<file path="src/rtl/assert_macros.svh">
// ============================================================================
// Assertion macros
// Shared concurrent assertion forms, clocked on clk and disabled in reset.
// ============================================================================
`ifndef ASSERT_MACROS_SVH
`define ASSERT_MACROS_SVH

// The property must hold at every rising edge of clk outside reset.
`define ASSERT_ALWAYS(label, prop, msg) \
    label: assert property (@(posedge clk) disable iff (!rst_n) (prop)) else $error(msg);

// When the trigger holds, the consequence must hold at the same edge.
`define ASSERT_IMPLY(label, trig, cons, msg) \
    label: assert property (@(posedge clk) disable iff (!rst_n) (trig) |-> (cons)) \
        else $error(msg);

`endif

</file>
<file path="src/rtl/pkr_pkg.sv">
// ============================================================================
// Septet packer package
// Widths, constants and the structs passed between the packer stages.
// ============================================================================
`default_nettype none

package pkr_pkg;

    localparam int SEPTET_W = 7;
    localparam int OCTET_W  = 8;
    localparam int FILL_W   = 3;
    localparam int BUF_W    = 2 * SEPTET_W;

    // Largest fill honored; a value of seven is saturated to this.
    localparam logic [FILL_W-1:0] FILL_MAX = 3'd6;

    localparam int QUEUE_DEPTH = 4;
    localparam int QPTR_W      = $clog2(QUEUE_DEPTH);
    localparam int QCNT_W      = $clog2(QUEUE_DEPTH + 1);

    // The front may push two words, so it is let in only while the queue
    // holds at most this many words.
    localparam logic [QCNT_W-1:0] QUEUE_ROOM_MAX = QCNT_W'(QUEUE_DEPTH - 2);

    typedef struct packed {
        logic [OCTET_W-1:0] octet;
        logic               last_octet;
    } word_t;

    // Words pushed by the front in one cycle; word0 is the older one.
    typedef struct packed {
        logic [1:0] count;
        word_t      word0;
        word_t      word1;
    } push_t;

    // Head of the queue as seen by the output stage.
    typedef struct packed {
        logic  valid;
        word_t word;
    } head_t;

endpackage

`default_nettype wire

</file>
<file path="src/rtl/pkr_if.sv">
// ============================================================================
// Septet packer channel interfaces
// Valid/ready channels for septets in, octets out and the fill register.
// ============================================================================
`default_nettype none

interface pkr_in_if;
    logic       valid;
    logic       ready;
    logic [6:0] septet;
    logic       last_septet;

    modport source (output valid, output septet, output last_septet, input ready);
    modport sink   (input valid, input septet, input last_septet, output ready);
endinterface

interface pkr_out_if;
    logic       valid;
    logic       ready;
    logic [7:0] octet;
    logic       last_octet;

    modport source (output valid, output octet, output last_octet, input ready);
    modport sink   (input valid, input octet, input last_octet, output ready);
endinterface

interface pkr_cfg_if;
    logic       valid;
    logic       ready;
    logic [2:0] fill_bits;

    modport source (output valid, output fill_bits, input ready);
    modport sink   (input valid, input fill_bits, output ready);
endinterface

`default_nettype wire

</file>
<file path="src/rtl/pkr_front.sv">
// ============================================================================
// Septet packer front end
// Accepts septets, merges them into the bit buffer and pushes finished words.
// ============================================================================
`default_nettype none

module pkr_front (
    input  wire logic    clk,
    input  wire logic    rst_n,
    pkr_in_if.sink       septets,
    pkr_cfg_if.sink      cfg,
    input  wire logic    room,
    output pkr_pkg::push_t push
);
    import pkr_pkg::*;

    logic [FILL_W-1:0]   fill_reg;
    logic [SEPTET_W-1:0] buf_reg, buf_next;
    logic [2:0]          cnt_reg, cnt_next;
    logic                start_reg, start_next;

    logic                accept;
    logic [FILL_W-1:0]   fill_sat;
    logic [2:0]          base_cnt;
    logic [SEPTET_W-1:0] base_buf;
    logic [BUF_W-1:0]    merged;
    logic [3:0]          total;
    logic                full;
    logic [SEPTET_W-1:0] rem_buf;
    logic [2:0]          rem_cnt;
    logic                flush;
    word_t               full_word;
    word_t               flush_word;

    assign cfg.ready     = 1'b1;
    assign septets.ready = room;
    assign accept        = septets.valid && room;

    always_ff @(posedge clk or negedge rst_n)
    begin
        if (!rst_n)
        begin
            fill_reg <= '0;
        end
        else if (cfg.valid)
        begin
            fill_reg <= cfg.fill_bits;
        end
    end

    always_comb
    begin
        fill_sat = (fill_reg > FILL_MAX) ? FILL_MAX : fill_reg;
        base_cnt = start_reg ? fill_sat : cnt_reg;
        base_buf = start_reg ? '0 : buf_reg;
        merged   = {{SEPTET_W{1'b0}}, base_buf}
                 | ({{SEPTET_W{1'b0}}, septets.septet} << base_cnt);
        total    = {1'b0, base_cnt} + 4'd7;
        // The total is 7 to 14, so bit 3 alone tells whether an octet is full.
        full     = total[3];
        rem_cnt  = total[2:0];
        rem_buf  = full ? {1'b0, merged[BUF_W-1:OCTET_W]} : merged[SEPTET_W-1:0];
        flush    = septets.last_septet && (rem_cnt != 3'd0);

        full_word.octet       = merged[OCTET_W-1:0];
        full_word.last_octet  = septets.last_septet && !flush;
        flush_word.octet      = {1'b0, rem_buf};
        flush_word.last_octet = 1'b1;
    end

    always_comb
    begin
        push.count = 2'd0;
        push.word0 = full_word;
        push.word1 = flush_word;
        if (accept)
        begin
            priority if (full && flush)
            begin
                push.count = 2'd2;
            end
            else if (full)
            begin
                push.count = 2'd1;
            end
            else if (flush)
            begin
                push.count = 2'd1;
                push.word0 = flush_word;
            end
        end
    end

    always_comb
    begin
        buf_next   = buf_reg;
        cnt_next   = cnt_reg;
        start_next = start_reg;
        if (accept)
        begin
            if (septets.last_septet)
            begin
                buf_next   = '0;
                cnt_next   = 3'd0;
                start_next = 1'b1;
            end
            else
            begin
                buf_next   = rem_buf;
                cnt_next   = rem_cnt;
                start_next = 1'b0;
            end
        end
    end

    always_ff @(posedge clk or negedge rst_n)
    begin
        if (!rst_n)
        begin
            buf_reg   <= '0;
            cnt_reg   <= 3'd0;
            start_reg <= 1'b1;
        end
        else
        begin
            buf_reg   <= buf_next;
            cnt_reg   <= cnt_next;
            start_reg <= start_next;
        end
    end

endmodule

`default_nettype wire

</file>
<file path="src/rtl/pkr_queue.sv">
// ============================================================================
// Septet packer word queue
// Four-slot queue taking up to two words a cycle and giving one.
// ============================================================================
`default_nettype none

module pkr_queue (
    input  wire logic           clk,
    input  wire logic           rst_n,
    input  wire pkr_pkg::push_t push,
    output logic                room,
    output pkr_pkg::head_t      head,
    input  wire logic           pop
);
    import pkr_pkg::*;

    word_t             slot_reg [QUEUE_DEPTH];
    logic [QPTR_W-1:0] wr_ptr_reg, wr_ptr_next;
    logic [QPTR_W-1:0] rd_ptr_reg, rd_ptr_next;
    logic [QCNT_W-1:0] count_reg, count_next;
    logic [QPTR_W-1:0] wr_ptr_1;

    assign wr_ptr_1   = wr_ptr_reg + QPTR_W'(1);
    assign room       = (count_reg <= QUEUE_ROOM_MAX);
    assign head.valid = (count_reg != '0);
    assign head.word  = slot_reg[rd_ptr_reg];

    always_ff @(posedge clk)
    begin
        if (push.count != 2'd0)
        begin
            slot_reg[wr_ptr_reg] <= push.word0;
        end
        if (push.count == 2'd2)
        begin
            slot_reg[wr_ptr_1] <= push.word1;
        end
    end

    always_comb
    begin
        wr_ptr_next = wr_ptr_reg + QPTR_W'(push.count);
        rd_ptr_next = rd_ptr_reg + QPTR_W'(pop);
        count_next  = count_reg + QCNT_W'(push.count) - QCNT_W'(pop);
    end

    always_ff @(posedge clk or negedge rst_n)
    begin
        if (!rst_n)
        begin
            wr_ptr_reg <= '0;
            rd_ptr_reg <= '0;
            count_reg  <= '0;
        end
        else
        begin
            wr_ptr_reg <= wr_ptr_next;
            rd_ptr_reg <= rd_ptr_next;
            count_reg  <= count_next;
        end
    end

endmodule

`default_nettype wire

</file>
<file path="src/rtl/pkr_back.sv">
// ============================================================================
// Septet packer output stage
// Moves words from the queue head into the registered output channel.
// ============================================================================
`default_nettype none

module pkr_back (
    input  wire logic           clk,
    input  wire logic           rst_n,
    input  wire pkr_pkg::head_t head,
    output logic                pop,
    pkr_out_if.source           octets
);
    import pkr_pkg::*;

    logic  valid_reg, valid_next;
    word_t word_reg;

    // A valid head refills the register when empty or when its word is taken.
    assign pop = head.valid && (!valid_reg || octets.ready);

    always_comb
    begin
        valid_next = valid_reg;
        if (pop)
        begin
            valid_next = 1'b1;
        end
        else if (octets.ready)
        begin
            valid_next = 1'b0;
        end
    end

    always_ff @(posedge clk or negedge rst_n)
    begin
        if (!rst_n)
        begin
            valid_reg <= 1'b0;
        end
        else
        begin
            valid_reg <= valid_next;
        end
    end

    always_ff @(posedge clk)
    begin
        if (pop)
        begin
            word_reg <= head.word;
        end
    end

    assign octets.valid      = valid_reg;
    assign octets.octet      = word_reg.octet;
    assign octets.last_octet = word_reg.last_octet;

endmodule

`default_nettype wire

</file>
<file path="src/rtl/septet_to_octet_packer.sv">
// ============================================================================
// Septet to octet packer
// Packs 7-bit characters into lsb-first octets with leading fill and flush.
// ============================================================================
//
//  Channel   Dir   Payload                  Handshake
//  septets   in    septet, last_septet      valid / ready
//  octets    out   octet, last_octet        valid / ready
//  cfg       in    fill_bits                valid / ready (ready always high)
//
//  One septet is taken per cycle while the four-word queue has two free slots.
//  Each word is written into a queue slot and then into the output register, from which it leaves.
//  Reset clears the bit buffer, the queue and the fill register; no sweep is run.
//  A stalled output fills the queue, and then septets wait at the input.
//
`default_nettype none
`include "assert_macros.svh"

module septet_to_octet_packer (
    input  wire logic clk,
    input  wire logic rst_n,
    pkr_in_if.sink    septets,
    pkr_out_if.source octets,
    pkr_cfg_if.sink   cfg
);
    import pkr_pkg::*;

    push_t push;
    head_t head;
    logic  room;
    logic  pop;

    pkr_front u_front (
        .clk     (clk),
        .rst_n   (rst_n),
        .septets (septets),
        .cfg     (cfg),
        .room    (room),
        .push    (push)
    );

    pkr_queue u_queue (
        .clk   (clk),
        .rst_n (rst_n),
        .push  (push),
        .room  (room),
        .head  (head),
        .pop   (pop)
    );

    pkr_back u_back (
        .clk    (clk),
        .rst_n  (rst_n),
        .head   (head),
        .pop    (pop),
        .octets (octets)
    );

    `ASSERT_IMPLY(a_pop_needs_word, pop, head.valid, "pop from an empty queue")
    `ASSERT_IMPLY(a_push_needs_accept, push.count != 2'd0,
                  septets.valid && septets.ready, "push without an accepted septet")
    `ASSERT_IMPLY(a_pair_ends_message, push.count == 2'd2,
                  push.word1.last_octet && !push.word0.last_octet,
                  "two-word push not ending a message")
    `ASSERT_IMPLY(a_last_gives_word,
                  septets.valid && septets.ready && septets.last_septet,
                  push.count != 2'd0, "last septet pushed no word")
    `ASSERT_ALWAYS(a_push_count_range, push.count != 2'd3, "push count out of range")

endmodule

`default_nettype wire
</file>
<file path="src/flat_wrapper.sv">
// flat-port wrapper written by rule: the top's interface ports become plain ports
module septet_to_octet_packer_flat import pkr_pkg::*;
  (clk, rst_n, septets_valid, septets_septet, septets_last_septet, septets_ready, octets_valid, octets_octet, octets_last_octet, octets_ready, cfg_valid, cfg_fill_bits, cfg_ready);
  pkr_in_if septets_i ();
  pkr_out_if octets_i ();
  pkr_cfg_if cfg_i ();
  input  wire logic clk;
  input  wire logic rst_n;
  input wire logic [$bits(septets_i.valid)-1:0] septets_valid;
  input wire logic [$bits(septets_i.septet)-1:0] septets_septet;
  input wire logic [$bits(septets_i.last_septet)-1:0] septets_last_septet;
  output wire logic [$bits(septets_i.ready)-1:0] septets_ready;
  output wire logic [$bits(octets_i.valid)-1:0] octets_valid;
  output wire logic [$bits(octets_i.octet)-1:0] octets_octet;
  output wire logic [$bits(octets_i.last_octet)-1:0] octets_last_octet;
  input wire logic [$bits(octets_i.ready)-1:0] octets_ready;
  input wire logic [$bits(cfg_i.valid)-1:0] cfg_valid;
  input wire logic [$bits(cfg_i.fill_bits)-1:0] cfg_fill_bits;
  output wire logic [$bits(cfg_i.ready)-1:0] cfg_ready;
  assign septets_i.valid = septets_valid;
  assign septets_i.septet = septets_septet;
  assign septets_i.last_septet = septets_last_septet;
  assign septets_ready = septets_i.ready;
  assign octets_valid = octets_i.valid;
  assign octets_octet = octets_i.octet;
  assign octets_last_octet = octets_i.last_octet;
  assign octets_i.ready = octets_ready;
  assign cfg_i.valid = cfg_valid;
  assign cfg_i.fill_bits = cfg_fill_bits;
  assign cfg_ready = cfg_i.ready;
  septet_to_octet_packer u_core (.clk(clk), .rst_n(rst_n), .septets(septets_i), .octets(octets_i), .cfg(cfg_i));
endmodule
</file>
<file path="config.mk">
export PLATFORM = sky130hd
export DESIGN_NAME = septet_to_octet_packer_flat
export DESIGN_NICKNAME = d
export VERILOG_FILES = /design/src/rtl/pkr_pkg.sv /design/src/rtl/pkr_if.sv /design/src/rtl/pkr_front.sv /design/src/rtl/pkr_queue.sv /design/src/rtl/pkr_back.sv /design/src/rtl/septet_to_octet_packer.sv /design/src/flat_wrapper.sv
export VERILOG_INCLUDE_DIRS = /design/src /design/src/rtl
export SDC_FILE = /design/constraint.sdc
export NUM_CORES = 1
export LEC_CHECK = 0
export BUFFER_PORTS_ARGS = -buffer_cell sky130_fd_sc_hd__buf_2
export CORE_MARGIN = 2
export CORE_UTILIZATION = 56
export CTS_BUF_LIST = sky130_fd_sc_hd__clkbuf_4 sky130_fd_sc_hd__clkbuf_8
export CTS_CLUSTER_SIZE = 10
export DETAILED_ROUTE_END_ITERATION = 12
export PLACE_DENSITY = 0.78
export SKIP_CTS_REPAIR_TIMING = 1
export SLEW_MARGIN = 20
export SYNTH_ARGS = -nofsm -noshare
export SYNTH_HDL_FRONTEND = slang
export SYNTH_HIERARCHICAL = 1
export SYNTH_SLANG_ARGS = --single-unit
export TNS_END_PERCENT = 10
</file>
<file path="constraint.sdc">
create_clock -name clk -period 3.5 [get_ports clk]
set_input_delay 1.05 -clock clk [delete_from_list [all_inputs] [get_ports clk]]
set_output_delay 1.05 -clock clk [all_outputs]
set_load 0.05 [all_outputs]
</file>
==> impl_metrics.yaml, run 1 <==
min_path:
  hp-class: "register to register"
  holdPathStages: 2
yosys:
  seq_area_frac_synth: 0.509
  synth_enable_flop_cells: 45
  syn_area_um2: 3740
  synth_ff_type: "edfxtp_1"
  synth.distinct_cells: 57
  ys_ff_latch: 67
  yosysWarnings: 6
  avgSynthCellArea_um2: 12.8
  async_flop_share: 0.328
  syn_inst: 292
outcome:
  status: "completed"
detailed_routing:
  via_count: 2460
  dr.pass1.iters: 4
  drt-wirelength-per-cell_um: 18.7
  route.detailed.drc: 0
  wl_um: 7570
  drtIter0Drc: 211
  post_drt_via_cell_ratio: 6.07
  final_antenna_net_count: 0
cells_and_area:
  largest_reg_flops: 36
  multi_input_area_um2: 1680
  fin_cells: 405
  antenna_cells: 0
  post-route-util: 0.659
  num-fill-cells: 466
  nets: 347
  area_delta_synth_final_pct: 12.6
  fin_area_um2: 4210
  drive_gt1_frac: 0.354
  seqCellArea_um2: 1900
worst_setup_path:
  worst-r2r-cell-count: 10
  required_ns: 3.48
  cp-start-kind: "register"
  worstPathArrival_ns: 3.37
  crit_type: "register to register"
  cp-end-kind: "register"
  path_max_fanout: 10
cts:
  clock_path_buffers: 2
  cts_sinks: 67
  cts_root_buf: "clkbuf_8"
  cts.clk_slew.worst_paths_ns: 0.08
  cts_made_buffers: 9
  cts_tree: "done"
  insertion_delay_ns: 0.35
  cts_max_level: 3
sta:
  finalCritPeriodShare: 0.969
  tightest_slew_ns: 0.900
  setup_viol: 0
  fmax_ghz: 0.295
  maxSlewViolCount: 0
  hold_viol: 0
  rsz0062_at_grt: "true"
  max_slew_margin: 0.397
  finClkSkew_ns: 0.00619
  fin_crit_ns: 3.39
floorplanning:
  pin_count: 28
  core_area_um2: 6390
  die-area_um2: 7350
  fp.dieH_um: 85.7
  core.rowCount: 29
  start_util: 0.585
  fp.dieW_um: 85.7
power_and_ir_drop:
  pwr_density_cell_nw_per_um2: 1010
  p_leak_nw: 1.67
  ir_worst_vdd_v: 0.000567
place:
  dp_hpwl_um: 5250
  dp.cells: 389
  port-buffer-count: 26
  dpl_cell_area_um2: 3950
  place.gp.congestion: 0.970
global_routing:
  grt_pass1_wl_um: 12700
  track_usage: 0.230
  antenna_found_initial: 0
  grt_max_degree: 23
  grt-ovfl-total: 0
  grt_pass1_vias: 2497
run:
  cap_violations: 0
==> metal layers <==
metal,global-route usage,routed length [um],vias up
li1,-,-,1150
met5,0,0,-
met1,0.291,3310,1211
met2,0.373,3760,85
met4,0.102,150,0
met3,0.0616,346,14
==> final timing paths <==
path	slack (ns)	end	from
worst max-delay path	0.11	u_core/u_queue/slot_reg[3][7]	u_core/u_front/start_reg
max in group asynchronous	2.46	u_core/u_back/octets.valid	rst_n
min in group asynchronous	0.68	u_core/u_front/buf_reg[1]	rst_n
worst min-delay path	0.49	u_core/u_front/buf_reg[6]	u_core/u_front/buf_reg[6]
worst max register to register	0.11	u_core/u_queue/slot_reg[3][7]	u_core/u_front/start_reg
worst min register to register	0.49	u_core/u_front/buf_reg[6]	u_core/u_front/buf_reg[6]
==> placed cells by master, fill, tap and decap left out, types with 9 or more instances in the layout <==
master,instances
nand2_1,20
inv_1,15
mux2_4,10
buf_2,26
dfrtp_1,21
edfxtp_1,45
nor2_1,17
clkbuf_8,9
a21oi_1,9
mux4_2,9
mux2_2,30
buf_4,12
==> synth_stat cells (2+ instances only) <==
master	number	area (um^2)
o21ai_1	2	10.0
nor3_1	5	25.0
a21o_1	3	22.5
conb_1	2	7.51
nor4bb_1	2	20.0
nand2_1	20	75.1
inv_1	15	56.3
buf_4	4	30.0
mux2_4	10	150
mux2i_1	5	50.1
o22a_1	2	17.5
xnor2_1	4	35.0
nor2b_1	3	18.8
o22ai_1	3	18.8
o21ai_0	8	40.0
o31ai_1	3	22.5
clkbuf_1	3	11.3
o221ai_1	2	17.5
mux4_2	9	203
and3_1	2	12.5
a221o_1	2	20.0
a21oi_1	9	45.0
xor2_1	2	17.5
ha_1	7	87.6
nand3_1	8	40.0
mux2_2	30	338
nor2_1	17	63.8
nand2b_1	2	12.5
buf_2	9	45.0
dfrtp_1	21	526
o2bb2ai_1	2	17.5
a31oi_1	2	12.5
a22o_1	4	35.0
edfxtp_1	45	1350
buf_6	3	33.8
==> power breakdown <==
group	leakage, nW	switching, W	internal (W)
Sequential	0.685	0.000201	0.00124
Combinational	0.869	0.00114	0.000891
Clock	0.120	0.000321	0.000478
==> layout make-up <==
| cell class | instances | area share |
|---|---|---|
| clock buffer | 9 | 0.0294 |
| clock inverter | 7 | 0.0294 |
| inverter | 16 | 0.0155 |
| multi-input combinational | 191 | 0.398 |
| sequential | 67 | 0.452 |
| tap | 77 | 0.0229 |
| timing repair buffer | 38 | 0.0523 |
==> worst max-delay path: stages, from the launching register on <==
cell and delay (ns):
dfstp_2 0.64, mux2_4 0.35, inv_6 0.09, ha_1 0.17
xnor2_1 0.14, nor2_1 0.08, a21oi_1 0.18, ha_1 0.25
and3_1 0.22, mux2i_1 0.16, nor2b_1 0.73
==> logic make-up after synthesis <==
family,after synthesis,synth area share
simple gates,69,0.0961
flops,67,0.509
mux,56,0.208
compound gates,49,0.0927
buf+inv,35,0.0495
fa+ha+maj,8,0.0288
xor+xnor,6,0.0141
other cells,2,0.00201
==> through the flow <==
step                      setup WS (ns)  total power, W  setup TNS [ns]  hold slack, ns
after detailed placement          0.128         0.00345               0           0.474
final                             0.110         0.00427               0           0.486
after floorplan                -0.00769         0.00304         -0.0615           0.449
after global routing            -0.0623         0.00453          -0.934           0.532
after CTS                         0.115         0.00427               0           0.492
after global placement            0.204         0.00338               0           0.481
No activity file was read; power rests on OpenSTA's default activity.
==> inputs of run 2 (changes only) <==
--- a/config.mk
+++ b/config.mk
@@ -8,11 +8,11 @@
 export LEC_CHECK = 0
 export BUFFER_PORTS_ARGS = -buffer_cell sky130_fd_sc_hd__buf_2
 export CORE_MARGIN = 2
-export CORE_UTILIZATION = 56
+export CORE_UTILIZATION = 50
 export CTS_BUF_LIST = sky130_fd_sc_hd__clkbuf_4 sky130_fd_sc_hd__clkbuf_8
 export CTS_CLUSTER_SIZE = 10
 export DETAILED_ROUTE_END_ITERATION = 12
-export PLACE_DENSITY = 0.78
+export PLACE_DENSITY = 0.71
 export SKIP_CTS_REPAIR_TIMING = 1
 export SLEW_MARGIN = 20
 export SYNTH_ARGS = -nofsm -noshare
==> run 2 against run 1 <==
- cell count rose by 5.7%
- first-iteration DRC count down 43%
- largest power group unchanged
- clock-buffer cell count is the same
- sequential power barely moved
- fmax grew 0.79%
- via count shrank 0.57%
- critical endpoint is now u_core/u_queue/slot_reg[2][7]
- highest routed layer unchanged
- power fell by 1.5%
- critical path type unchanged
- utilization is 7.6 points lower
==> impl_metrics.yaml, run 2 (synthesized netlist as in run 1, its figures left out) <==
worst_setup_path:
  worstPathArrival_ns: 3.46
  required_ns: 3.60
  cp-end-kind: "register"
  path_max_fanout: 10
  crit_type: "register to register"
  cp-start-kind: "register"
global_routing:
  grt.met1_usage: 0.257
  grt_pass1_vias: 2443
  busiest_layer: "met2"
  grt_pass1_wl_um: 12600
  use_met3: 0.0434
  grt_max_degree: 23
  antenna_found_initial: 0
  grt-ovfl-total: 0
  track_usage: 0.200
  grtUsageMet2: 0.331
power_and_ir_drop:
  p_seq_frac: 0.343
  pwr_density_cell_nw_per_um2: 995
  ir_worst_vdd_v: 0.000532
  p_int_w: 0.00254
  power_frac_clock: 0.173
  p_leak_nw: 1.67
  p_comb_frac: 0.484
  p_sw_w: 0.00166
  p_sw_frac: 0.395
  power_w: 0.00420
cells_and_area:
  num-fill-cells: 605
  post-route-util: 0.583
  area_delta_synth_final_pct: 13.1
  final_cell_mix: "edfxtp_1 (45), mux2_2 (30), buf_2 (26)"
  drive_gt1_frac: 0.362
  nets: 348
  largest_reg_flops: 36
  final_common_cell: "edfxtp_1"
  antenna_cells: 0
place:
  place.gp.congestion: 0.887
  port-buffer-count: 26
  dp_hpwl_um: 5280
detailed_routing:
  drtIter0Drc: 121
  dr.pass1.iters: 6
  final_antenna_net_count: 0
  post_drt_via_cell_ratio: 5.71
  drt-wirelength-per-cell_um: 17.6
  via_count: 2446
  route.detailed.drc: 0
  wl_um: 7530
floorplanning:
  start_util: 0.515
  die-area_um2: 8180
  fp.dieH_um: 90.5
  fp.dieW_um: 90.5
  pin_count: 28
  core_area_um2: 7250
  core.rowCount: 31
sta:
  maxSlewViolCount: 0
  setup_viol: 0
  tightest_slew_ns: 0.807
  fmax_ghz: 0.297
  hold_viol: 0
  finClkSkew_ns: 0.0104
  fin_crit_ns: 3.36
  rsz0062_at_grt: "false"
  finalCritPeriodShare: 0.961
  max_slew_margin: 0.457
cts:
  cts_made_buffers: 9
  cts_root_buf: "clkbuf_8"
  clock_path_buffers: 2
  cts_tree: "done"
  cts_sinks: 67
  insertion_delay_ns: 0.35
  cts.clk_slew.worst_paths_ns: 0.08
  cts_max_level: 3
run:
  cap_violations: 0
min_path:
  hp-class: "register to register"
outcome:
  status: "completed"
[run 2: cell types whose count changed in the layout (fill, tap and decap cells not counted), sizes merged]
cell	before	now
clkinv	2	4
clkinvlp	1	0
bufinv	3	2
buf	38	39
[run 2: metal layers]
metal / up-vias / routed length (um)
li1: 1155 / -
met2: 71 / 3710
met4: 0 / 138
met3: 12 / 327
met1: 1208 / 3360
met5: - / 0
[run 2: through the flow]
stage          cell area, um^2  TNS [ns]  std cells  worst slack (ns)  hold slack [ns]
6_report                  4230         0        428             0.137            0.489
5_1_grt                   4230         0        428            0.0227            0.526
4_1_cts                   4210  -0.00291        428          -0.00287            0.492
3_5_place_dp              3990         0        412            0.0315            0.471
3_3_place_gp              3990         0        412             0.160            0.467
2_1_floorplan             3750   -0.0615        293          -0.00769            0.449
[run 2: power groups by stage]
stage | sequential (W) | combinational, W | clock, W
2_1_floorplan | 0.00153 | 0.00150 | 0
3_3_place_gp | 0.00145 | 0.00196 | 0
3_5_place_dp | 0.00146 | 0.00199 | 0
4_1_cts | 0.00144 | 0.00201 | 0.000739
5_1_grt | 0.00148 | 0.00220 | 0.000772
6_report | 0.00144 | 0.00204 | 0.000727
[run 2: layout make-up]
| class | count | area [um^2] | share of cell area |
|---|---|---|---|
| Sequential cell | 67 | 1900 | 0.450 |
| Multi-Input combinational cell | 191 | 1680 | 0.398 |
| Timing Repair Buffer | 39 | 228 | 0.0539 |
| Clock buffer | 9 | 124 | 0.0293 |
| Tap cell | 99 | 124 | 0.0293 |
| Clock inverter | 7 | 101 | 0.0240 |
| Inverter | 16 | 65.1 | 0.0154 |
[run 2: path summary, 6_finish.rpt]
check                                     startpoint                            end  slack [ns]  cells after the start
setup / recovery            u_core/u_front/start_reg  u_core/u_queue/slot_reg[2][7]        0.14                     11
hold / removal             u_core/u_front/buf_reg[6]      u_core/u_front/buf_reg[6]        0.49                      2
setup reg to reg            u_core/u_front/start_reg  u_core/u_queue/slot_reg[2][7]        0.14                     11
hold reg to reg            u_core/u_front/buf_reg[6]      u_core/u_front/buf_reg[6]        0.49                      2
max in group asynchronous                      rst_n     u_core/u_back/octets.valid        2.45                      1
min in group asynchronous                      rst_n   u_core/u_queue/wr_ptr_reg[0]        0.68                      1
[run 2: critical path, cell delays in order (launching register included)]
cell,delay (ns)
dfstp_2,0.65
mux2_4,0.35
inv_6,0.10
ha_1,0.16
xnor2_1,0.15
nor2_1,0.09
a21oi_1,0.16
ha_1,0.24
and3_2,0.25
nor4bb_2,0.33
buf_4,0.26
mux2_2,0.36
==> inputs of run 3 (changes only) <==
==> constraint.sdc (replaced) <==
create_clock -name clk -period 3.5 [get_ports clk]
set_input_delay 0.175 -clock clk [delete_from_list [all_inputs] [get_ports clk]]
set_output_delay 0.175 -clock clk [all_outputs]
set_load 0.05 [all_outputs]
==> run 3 against run 2 <==
- hold slack lost 0.45 ns
- non-clock buffer count fell by 1
- global-route usage is 0.061 points lower
- design area fell by 0.95%
- cell count down 0.23%
- worst setup slack worse by 0.0061 ns
- combinational power is essentially flat
- routed wire length rose by 0.40%
- via count grew 0.29%
- sequential cell count stayed put
- power shrank 2.6%
- sequential power about the same
- critical path type unchanged
- critical endpoint is now u_core/u_queue/slot_reg[1][4]
==> impl_metrics.yaml, run 3 (synthesized netlist as in run 1, its figures left out) <==
outcome:
  status: "completed"
power_and_ir_drop:
  pwr_density_cell_nw_per_um2: 978
  ir_worst_vdd_v: 0.000586
  p_leak_nw: 1.65
  power_w: 0.00409
global_routing:
  grt_pass1_wl_um: 12600
  grt-ovfl-total: 0
  antenna_found_initial: 0
  track_usage: 0.199
  grtUsageMet2: 0.320
  grt_max_degree: 23
  use_met3: 0.0501
  busiest_layer: "met2"
  grt_pass1_vias: 2466
  grt.met1_usage: 0.262
min_path:
  hp-class: "input pin to register"
cells_and_area:
  nets: 347
  fin_cells: 427
  drive_gt1_frac: 0.354
  antenna_cells: 0
  post-route-util: 0.577
  largest_reg_flops: 36
  final_common_cell: "edfxtp_1"
  final_cell_mix: "edfxtp_1 (45), mux2_2 (30), buf_2 (26)"
  area_delta_synth_final_pct: 12.0
detailed_routing:
  route.detailed.drc: 0
  dr.pass1.iters: 5
  drt-wirelength-per-cell_um: 17.7
  drtIter0Drc: 216
  wl_um: 7560
  via_count: 2453
  post_drt_via_cell_ratio: 5.74
  final_antenna_net_count: 0
cts:
  cts_sinks: 67
  cts_root_buf: "clkbuf_8"
  cts.clk_slew.worst_paths_ns: 0.08
  cts_made_buffers: 9
  cts_max_level: 3
  cts_tree: "done"
  insertion_delay_ns: 0.34
  clock_path_buffers: 2
floorplanning:
  core.rowCount: 31
  die-area_um2: 8180
  fp.dieW_um: 90.5
  fp.dieH_um: 90.5
  start_util: 0.515
  pin_count: 28
  core_area_um2: 7250
place:
  dp.cells: 410
  place.gp.congestion: 0.903
  port-buffer-count: 26
  dp_hpwl_um: 5240
worst_setup_path:
  worstPathArrival_ns: 3.46
  cp_num_buf_inv: 3
  cp_slowest_cell: "dfstp_2"
  r2r_setup_slack_ns: 0.13
  cp-end-kind: "register"
  path_max_fanout: 10
  critical-path-top-delay-family: "multiplexers"
  slowest_delay_ns: 0.65
  crit_type: "register to register"
  cp-start-kind: "register"
  cp_cell_sequence: "mux2_4, inv_6, ha_1, xnor2_1, nor2_1, a21oi_1, ha_1, and3_1, buf_4, nor4b_4, buf_4, mux2_4"
  required_ns: 3.59
sta:
  hold_viol: 0
  setup_viol: 0
  rsz0062_at_grt: "true"
  max_slew_margin: 0.421
  finalCritPeriodShare: 0.963
  fmax_ghz: 0.297
  fin_crit_ns: 3.37
  finClkSkew_ns: 0.00800
  maxSlewViolCount: 0
  tightest_slew_ns: 0.861
  holdWs_ns: 0.0378
run:
  cap_violations: 0
## run 3: changes by cell type in the layout (fill, tap and decap cells not counted), sizes merged
cell,change
clkinvlp,+2
dlygate4sd3,+1
buf,-2
clkinv,-1
bufinv,-1
## run 3: final timing paths
| kind | start | endpoint | cells past startpoint |
|---|---|---|---|
| worst min register to register | u_core/u_back/octets.valid | u_core/u_back/octets.valid | 2 |
| min in group asynchronous | rst_n | u_core/u_front/fill_reg[1] | 2 |
| max in group asynchronous | rst_n | u_core/u_queue/rd_ptr_reg[0] | 2 |
| worst min-delay path | cfg_fill_bits[1] | u_core/u_front/fill_reg[1] | 3 |
| worst max register to register | u_core/u_front/start_reg | u_core/u_queue/slot_reg[1][4] | 12 |
| worst max-delay path | u_core/u_front/start_reg | u_core/u_queue/slot_reg[1][4] | 12 |
## run 3: routing by layer
layer,vias to the layer above,routed length [um]
met1,1196,3330
met4,0,104
li1,1144,-
met2,101,3720
met3,12,406
met5,-,0
## run 3: per-stage QoR
step | cell area [um^2] | worst slack [ns] | TNS (ns)
global placement | 3970 | 0.152 | 0
detailed placement | 3970 | 0.0421 | 0
global route | 4190 | -0.00824 | -0.0180
finish | 4190 | 0.131 | 0
CTS | 4160 | 0.0247 | 0
floorplan | 3750 | -0.00769 | -0.0615
## run 3: area by class of cell
cell class                      count  area, um^2
Inverter                           16        65.1
Timing Repair Buffer               38         223
Sequential cell                    67        1900
Fill cell                         596        3070
Tap cell                           99         124
Clock buffer                        9         124
Clock inverter                      7        67.6
Multi-Input combinational cell    191        1680
## run 3: power breakdown
part | total (W) | switching [W] | internal (W)
Clock | 0.000629 | 0.000303 | 0.000326
Sequential | 0.00144 | 0.000200 | 0.00124
Combinational | 0.00202 | 0.00113 | 0.000889
Total | 0.00409 | 0.00164 | 0.00246
## run 3: worst min-delay path, delay by kind of cell
family	cells	cell delay, ns
AOI/OAI and AO/OA	1	0.06
buffers and inverters	1	0.07
and+or+nand+nor	1	0.04
